## config.mk

```make
export PLATFORM = sky130hd
export DESIGN_NAME = partition_time_window_scheduler_unit
export DESIGN_NICKNAME = d
export VERILOG_FILES = /design/src/design/ptws_pkg.sv /design/src/design/partition_time_window_scheduler_unit.sv
export SDC_FILE = /design/constraint.sdc
export NUM_CORES = 1
export LEC_CHECK = 0
export ABC_AREA = 1
export BUFFER_PORTS_ARGS = -buffer_cell sky130_fd_sc_hd__clkbuf_2
export CAP_MARGIN = 25
export CORE_ASPECT_RATIO = 1.1
export CORE_MARGIN = 5
export CORE_UTILIZATION = 48
export DETAILED_ROUTE_END_ITERATION = 12
export HOLD_SLACK_MARGIN = 0.05
export PLACE_DENSITY_LB_ADDON = 0.08
export SYNTH_ARGS = -nofsm -noshare
export SYNTH_HDL_FRONTEND = slang
export SYNTH_SLANG_ARGS = --single-unit
export TNS_END_PERCENT = 10
```

## constraint.sdc

```tcl
create_clock -name clk -period 4.55 [get_ports clk]
set_clock_uncertainty 0.1 [all_clocks]
set_input_delay 0.455 -clock clk [delete_from_list [all_inputs] [get_ports clk]]
set_output_delay 0.455 -clock clk [all_outputs]
set_load 0.02 [all_outputs]
```

## src/design/ptws_pkg.sv

```systemverilog
`default_nettype none

package ptws_pkg;

  // Fixed field widths of the item and register formats.
  localparam int PART_W = 4;
  localparam int TICK_W = 16;
  localparam int SLOT_W = 4;
  localparam int WCNT_W = 5;
  localparam int CMD_W = 2;
  localparam int CFG_IDX_W = 2;
  localparam int CFG_DATA_W = 16;

  // Command codes carried by an input item.
  localparam logic [CMD_W-1:0] CMD_TICK = 2'd0;
  localparam logic [CMD_W-1:0] CMD_IDLE = 2'd1;
  localparam logic [CMD_W-1:0] CMD_WRITE = 2'd2;

  // Configuration register indexes.
  localparam logic [CFG_IDX_W-1:0] REG_MAJOR_FRAME = 2'd0;
  localparam logic [CFG_IDX_W-1:0] REG_WINDOW_COUNT = 2'd1;
  localparam logic [CFG_IDX_W-1:0] REG_IDLE_PART = 2'd2;

  // Register reset values.
  localparam logic [TICK_W-1:0] MAJOR_FRAME_RST = 16'd1000;
  localparam logic [WCNT_W-1:0] WINDOW_COUNT_RST = 5'd1;
  localparam logic [PART_W-1:0] IDLE_PART_RST = 4'd0;

  // One window table entry.
  typedef struct packed {
    logic [PART_W-1:0] part;
    logic [TICK_W-1:0] start;
    logic [TICK_W-1:0] dur;
  } entry_t;

endpackage

`default_nettype wire

```

## src/design/partition_time_window_scheduler_unit.sv

```systemverilog
`default_nettype none

// Time-window partition scheduler. Items are accepted one per clock cycle: a tick command
// yields one result (the partition to run and a frame restart flag), an idle request or a
// window table write yields none. An accepted item is registered in the stage and executed there;
// a tick's result is loaded into the output register at the end of the cycle in which it executes,
// which raises out_valid. The input stalls only when a tick in the stage meets a full output
// register that is not being read. The window table is a memory with two registered read ports
// that always hold the current window and the one after it; window 0's partition is kept in a
// register of its own for frame restarts. The table has no reset and no clearing pass: every
// window that the schedule can reach must be written before ticks are sent.
module partition_time_window_scheduler_unit #(
  parameter int MAX_WINDOWS = 16
) (
  input  wire logic                             clk,
  input  wire logic                             rst_n,
  // Configuration write channel.
  input  wire logic                             cfg_valid,
  output logic                                  cfg_ready,
  input  wire logic [ptws_pkg::CFG_IDX_W-1:0]   cfg_index,
  input  wire logic [ptws_pkg::CFG_DATA_W-1:0]  cfg_data,
  // Input item channel.
  input  wire logic                             in_valid,
  output logic                                  in_ready,
  input  wire logic [ptws_pkg::CMD_W-1:0]       in_command,
  input  wire logic [ptws_pkg::SLOT_W-1:0]      in_entry_index,
  input  wire logic [ptws_pkg::PART_W-1:0]      in_entry_partition,
  input  wire logic [ptws_pkg::TICK_W-1:0]      in_entry_start,
  input  wire logic [ptws_pkg::TICK_W-1:0]      in_entry_duration,
  // Result channel.
  output logic                                  out_valid,
  input  wire logic                             out_ready,
  output logic [ptws_pkg::PART_W-1:0]           out_active_partition,
  output logic                                  out_frame_restart
);

  localparam int IDX_W = (MAX_WINDOWS > 1) ? $clog2(MAX_WINDOWS) : 1;
  localparam int CNT_BASE = $clog2(MAX_WINDOWS + 1);
  localparam int CNT_W = ((ptws_pkg::WCNT_W > CNT_BASE) ? ptws_pkg::WCNT_W : CNT_BASE) + 1;
  localparam int PART_W = ptws_pkg::PART_W;
  localparam int TICK_W = ptws_pkg::TICK_W;

  // Configuration registers.
  logic [TICK_W-1:0]           major_r;
  logic [ptws_pkg::WCNT_W-1:0] wcnt_r;
  logic [PART_W-1:0]           idle_part_r;

  // Input stage.
  logic                        stg_vld_r;
  logic [ptws_pkg::CMD_W-1:0]  stg_cmd_r;
  logic [ptws_pkg::SLOT_W-1:0] stg_slot_r;
  ptws_pkg::entry_t            stg_ent_r;

  // Scheduler state.
  logic [IDX_W-1:0]            cur_r, cur_nxt;
  logic [TICK_W-1:0]           ft_r, ft_nxt;
  logic                        idle_pend_r, idle_pend_nxt;
  logic [PART_W-1:0]           part0_r;

  // Window table and its read registers.
  ptws_pkg::entry_t            mem [MAX_WINDOWS];
  ptws_pkg::entry_t            rd_cur_r, rd_nxt_r;
  logic [IDX_W-1:0]            nxt_addr;

  // Output register.
  logic                        out_vld_r;
  logic [PART_W-1:0]           out_part_r;
  logic                        out_rst_r;

  // Control and datapath signals.
  logic                        stg_go, tick_go, wr_en;
  logic [IDX_W-1:0]            wr_addr;
  logic [TICK_W:0]             ent_end;
  logic [PART_W-1:0]           cand, res_part;
  logic                        res_rst;
  logic [CNT_W-1:0]            eff_n, wcnt_ext, cur_p1;
  logic                        is_last;

  // The configuration port never stalls.
  assign cfg_ready = 1'b1;

  always_ff @(posedge clk) begin
    if (!rst_n) begin
      major_r     <= ptws_pkg::MAJOR_FRAME_RST;
      wcnt_r      <= ptws_pkg::WINDOW_COUNT_RST;
      idle_part_r <= ptws_pkg::IDLE_PART_RST;
    end else if (cfg_valid) begin
      case (cfg_index)
        ptws_pkg::REG_MAJOR_FRAME:  major_r <= cfg_data;
        ptws_pkg::REG_WINDOW_COUNT: wcnt_r <= cfg_data[ptws_pkg::WCNT_W-1:0];
        ptws_pkg::REG_IDLE_PART:    idle_part_r <= cfg_data[PART_W-1:0];
        default: ;
      endcase
    end
  end

  // The stage moves on unless a tick meets a full, stalled output register.
  assign stg_go  = stg_vld_r &&
                   ((stg_cmd_r != ptws_pkg::CMD_TICK) || !out_vld_r || out_ready);
  assign tick_go = stg_go && (stg_cmd_r == ptws_pkg::CMD_TICK);
  assign in_ready = !stg_vld_r || stg_go;

  always_ff @(posedge clk) begin
    if (!rst_n) begin
      stg_vld_r <= 1'b0;
    end else if (in_ready) begin
      stg_vld_r <= in_valid;
    end
  end

  always_ff @(posedge clk) begin
    if (in_ready && in_valid) begin
      stg_cmd_r       <= in_command;
      stg_slot_r      <= in_entry_index;
      stg_ent_r.part  <= in_entry_partition;
      stg_ent_r.start <= in_entry_start;
      stg_ent_r.dur   <= in_entry_duration;
    end
  end

  // Effective window count, clamped to one and to the table depth.
  always_comb begin
    wcnt_ext = CNT_W'(wcnt_r);
    if (wcnt_ext == '0) begin
      eff_n = CNT_W'(1);
    end else if (wcnt_ext > CNT_W'(MAX_WINDOWS)) begin
      eff_n = CNT_W'(MAX_WINDOWS);
    end else begin
      eff_n = wcnt_ext;
    end
    cur_p1  = CNT_W'(cur_r) + CNT_W'(1);
    is_last = (cur_p1 >= eff_n);
  end

  // Tick evaluation and state update for the item in the stage.
  always_comb begin
    cur_nxt       = cur_r;
    ft_nxt        = ft_r;
    idle_pend_nxt = idle_pend_r;
    res_rst       = 1'b0;
    ent_end       = {1'b0, rd_cur_r.start} + {1'b0, rd_cur_r.dur};
    cand          = idle_pend_r ? idle_part_r : rd_cur_r.part;
    res_part      = cand;
    if (stg_go) begin
      case (stg_cmd_r)
        ptws_pkg::CMD_IDLE: begin
          idle_pend_nxt = 1'b1;
        end
        ptws_pkg::CMD_TICK: begin
          idle_pend_nxt = 1'b0;
          if (ft_r >= major_r) begin
            ft_nxt   = TICK_W'(1);
            cur_nxt  = '0;
            res_part = part0_r;
            res_rst  = 1'b1;
          end else begin
            ft_nxt = ft_r + TICK_W'(1);
            if ({1'b0, ft_r} >= ent_end) begin
              if (is_last) begin
                res_part = idle_part_r;
              end else begin
                cur_nxt  = cur_r + IDX_W'(1);
                res_part = rd_nxt_r.part;
              end
            end
          end
        end
        default: ;
      endcase
    end
  end

  always_ff @(posedge clk) begin
    if (!rst_n) begin
      cur_r       <= '0;
      ft_r        <= TICK_W'(1);
      idle_pend_r <= 1'b0;
    end else begin
      cur_r       <= cur_nxt;
      ft_r        <= ft_nxt;
      idle_pend_r <= idle_pend_nxt;
    end
  end

  // Table write; slots beyond the table depth are dropped.
  assign wr_en   = stg_go && (stg_cmd_r == ptws_pkg::CMD_WRITE) &&
                   (32'(stg_slot_r) < 32'(MAX_WINDOWS));
  assign wr_addr = IDX_W'(stg_slot_r);
  assign nxt_addr = cur_nxt + IDX_W'(1);

  // Read registers follow the window index, with a write in the same cycle forwarded.
  always_ff @(posedge clk) begin
    if (wr_en) begin
      mem[wr_addr] <= stg_ent_r;
    end
    if (wr_en && (wr_addr == cur_nxt)) begin
      rd_cur_r <= stg_ent_r;
    end else begin
      rd_cur_r <= mem[cur_nxt];
    end
    if (wr_en && (wr_addr == nxt_addr)) begin
      rd_nxt_r <= stg_ent_r;
    end else begin
      rd_nxt_r <= mem[nxt_addr];
    end
    if (wr_en && (wr_addr == '0)) begin
      part0_r <= stg_ent_r.part;
    end
  end

  // Output register.
  always_ff @(posedge clk) begin
    if (!rst_n) begin
      out_vld_r <= 1'b0;
    end else if (tick_go) begin
      out_vld_r <= 1'b1;
    end else if (out_ready) begin
      out_vld_r <= 1'b0;
    end
  end

  always_ff @(posedge clk) begin
    if (tick_go) begin
      out_part_r <= res_part;
      out_rst_r  <= res_rst;
    end
  end

  assign out_valid            = out_vld_r;
  assign out_active_partition = out_part_r;
  assign out_frame_restart    = out_rst_r;

  // A frame restart leaves the counter at one and the index at window zero.
  a_restart_state: assert property (@(posedge clk) disable iff (!rst_n)
    (tick_go && res_rst) |=> (ft_r == TICK_W'(1) && cur_r == '0))
    else $error("frame restart did not reset counter and index");

  // Any executed tick consumes a pending idle request.
  a_idle_consumed: assert property (@(posedge clk) disable iff (!rst_n)
    tick_go |=> !idle_pend_r)
    else $error("idle request survived a tick");

  // The window index holds, steps by one, or returns to zero.
  a_index_step: assert property (@(posedge clk) disable iff (!rst_n)
    1'b1 |=> (cur_r == $past(cur_r) || cur_r == $past(cur_r) + IDX_W'(1) || cur_r == '0))
    else $error("window index jumped");

  // Input back-pressure only comes from a stalled result.
  a_ready_cause: assert property (@(posedge clk) disable iff (!rst_n)
    !in_ready |-> (stg_vld_r && out_vld_r && !out_ready))
    else $error("input stalled without a stalled result");

endmodule

`default_nettype wire
```

==> metrics.txt <==
share of cells above drive strength 1=0.151; Syn Std Cell Area=0.0284 mm²; critical path arrival=4870 ps; port buffer count=71; fmax=220 MHz; HP Class=in -> reg; Post-Syn Area per Cell=12.3 µm²; Die Ht=265 µm; 1st-iter DRT viols=1606; CTS tree=built; GR Overflow Total=0; post-route cell area=0.0337 mm²; asr flop ratio synth=0; CORE AREA=0.0585 mm²; multiplexer share of the synthesized area=0; Crit Path Category=reg -> reg; Hold Startpoint=cfg_data[4]; area of placed instances=0.0305 mm²; sequential fraction of the synthesis area=0.699; Reg2Reg Capture Point=out_active_partition[2]; vias per cell=5.82; Rel. slew slack=0.397; Worst R2R Path Depth=27; die area=0.0641 mm²; # setup viols final=0; drc violations=0; power density cells=377 mW/mm²; crit path capture type=flip-flop; Post-DP HPWL=41900 µm; routed len/inst=23.3 µm; max-slew violations=0; first-pass GRT wire length=116000 µm; number of I/O pins=73; ANT nets after route=0; Sum Neg Setup Slack=0 ps; routability cong.=0.844; hold slack=97.2 ps; Hold Path Sink=major_r[4]; Synth cell types=53; Hold Path Cell Cnt=3; Crit path top cell by count=nand2_1; CP peak stage delay=420 ps; crit path max fanout=16; CTS Sinks=679; Static Leak=11.7 nW; CP required=4880 ps; vias in the first global route=19049; unrepaired setup endpoints after global routing=yes; Synth Area in Compound Gates=0.134; Post-synth EDFFs=623; Synth Register Bits=679; via count=19287; CTS Buf Count=72; Tmin final=4550 ps; final hold vios=0; Syn Nets=2429; final layout net count=2623; Worst-Margin Slew=905 ps; Pre-antenna DRT Iters=5; Simple-Gate Fraction of Synth Area=0.102; Max-Cap Viols=0; Synth Area in Adders=0.0254; synthesis warning total=0; CTS max path bufs=3; fin crit share=0.999; Max rail drop VDD=0.269 mV; xor/xnor share of the synthesized area=0.00617; startpoint types=flip-flop; DRT Wirelength=77200 µm; Critical Path Slowest Stage Cell=dfxtp_4; Gate Count Post-Synth=2307; antenna violations before repair=0; Rows=93; Most used DFF post-synth=edfxtp_1; outcome=finished, final reports clean; main combinational cell family by area after synthesis=compound AO/OA/AOI/OAI gates; Worst-Skew Late Latency=590 ps; CTS Root Cell=clkbuf_16; CP bufs+invs=4; Die W=242 µm; Initial Utilization=0.485; total track usage=0.234; ant diodes=0; Area growth syn-to-layout=18.7%; largest net degree at the start of global routing=56; Reg clk slew, reported paths=60 ps; family with the most delay on the worst path=compound AO/OA/AOI/OAI gates; R2R Setup Slk=5 ps; H-tree depth=3
[metrics by stage]
step / total power, mW / utilization / setup WS, ps / cells
floorplan: 7.12 / - / 40.9 / 2307
CTS: 12.8 / 0.573 / -7.78 / 3310
detailed placement: 7.23 / 0.520 / -109 / 3117
finish: 12.7 / 0.575 / 4.81 / 3314
global route: 13.1 / 0.575 / -327 / 3314
global placement: 7.22 / 0.520 / -14.7 / 3117
[synth_stat cells (all sizes together), types with 2 or more instances]
library cell | number | area (µm²)
nand2 | 187 | 757
nand4 | 10 | 68.8
clkinv | 3 | 11.3
inv | 95 | 357
clkbuf | 100 | 377
nor3 | 15 | 91.3
a31oi | 2 | 12.5
dfxtp | 56 | 1120
a211oi | 5 | 37.5
o21bai | 4 | 30.0
a21o | 4 | 30.0
o221ai | 101 | 885
xor2 | 12 | 105
o22ai | 54 | 338
o211ai | 47 | 353
o21ai | 357 | 1790
or2 | 2 | 12.5
nand3 | 83 | 453
buf | 35 | 184
nor3b | 2 | 15.0
edfxtp | 623 | 18700
xnor2 | 8 | 70.1
ha | 56 | 701
nor2 | 381 | 1480
a21oi | 55 | 305
[state kept, by name, summed over array words and instances (netlist names), 2 cells and up, named ones only]
name / count
out_active_partition: 4
ft_r: 16
wcnt_r: 5
stg_cmd_r: 2
cur_r: 4
stg_slot_r: 4
part0_r: 3
major_r: 16
stg_ent_r: 36
mem: 573
idle_part_r: 4
[how the worst max path moves through the flow]
stage / from / endpoint / slack, ps / cells after the start
2_1_floorplan: flip-flop / flip-flop / 40 / 31
3_3_place_gp: flip-flop / flip-flop / -10 / 29
3_5_place_dp: flip-flop / out_active_partition[3] / -110 / 26
4_1_cts: flip-flop / flip-flop / -8 / 34
5_1_grt: flip-flop / flip-flop / -330 / 34
6_report: flip-flop / out_active_partition[2] / 5 / 27
[cell families after synthesis]
kind of cell,after synthesis
simple gates,684
flops,679
compound gates,633
buf+inv,233
fa+ha+maj,57
xor+xnor,20
other cells,1
[power by group]
part           total, mW  internal (mW)  leakage, nW  switching, mW
combinational      0.204         0.0877         4.58          0.116
clock               5.55           3.22         1.07           2.33
sequential          6.94           6.86         6.09         0.0841
[repair_timing]
item	4_1_cts	5_1_grt
setup endpoints to repair	7	15
gates resized for setup	34	16
pin swaps	13	10
buffers inserted	4	2
cloned	3	2
hold buffers	59	0
endpoints found under the hold margin	61	0
[placed cells by master (no fill, tap or decap), types with 9 or more instances in the layout]
cell type / count
clkinv_1: 13
nor2_4: 22
nor3_1: 12
clkbuf_1: 24
xor2_1: 12
nor2_1: 355
a21oi_1: 46
clkinv_2: 9
nand2_1: 169
o21ai_0: 329
o22ai_1: 54
o221ai_1: 101
ha_4: 9
o21ai_1: 27
dlygate4sd3_1: 59
nand3_1: 77
clkbuf_16: 75
edfxtp_1: 623
inv_1: 86
dfxtp_1: 52
nand2_2: 14
clkbuf_2: 71
nand4_1: 9
buf_12: 26
buf_4: 89
ha_1: 45
o211ai_1: 47
[per-layer routing]
metal / track usage / vias up / routed length (µm)
li1: - / 8946 / -
met1: 0.316 / 9587 / 33200
met2: 0.393 / 605 / 37100
met3: 0.0354 / 149 / 4400
met4: 0.0804 / 0 / 2520
met5: 0 / - / 0
[worst min-delay path: stages]
cell and delay [ps]:
clkbuf_2 110, o21ai_0 80, a21oi_1 100
[layout make-up]
cell class / instances / area [µm²]
fill: 4745 / 24900
clock inverter: 28 / 245
tap: 760 / 951
multi-input combinational: 1395 / 7940
timing repair buffer: 255 / 2370
clock buffer: 99 / 1940
sequential: 679 / 19800
inverter: 98 / 385
Power figures use the tool's default switching activity.
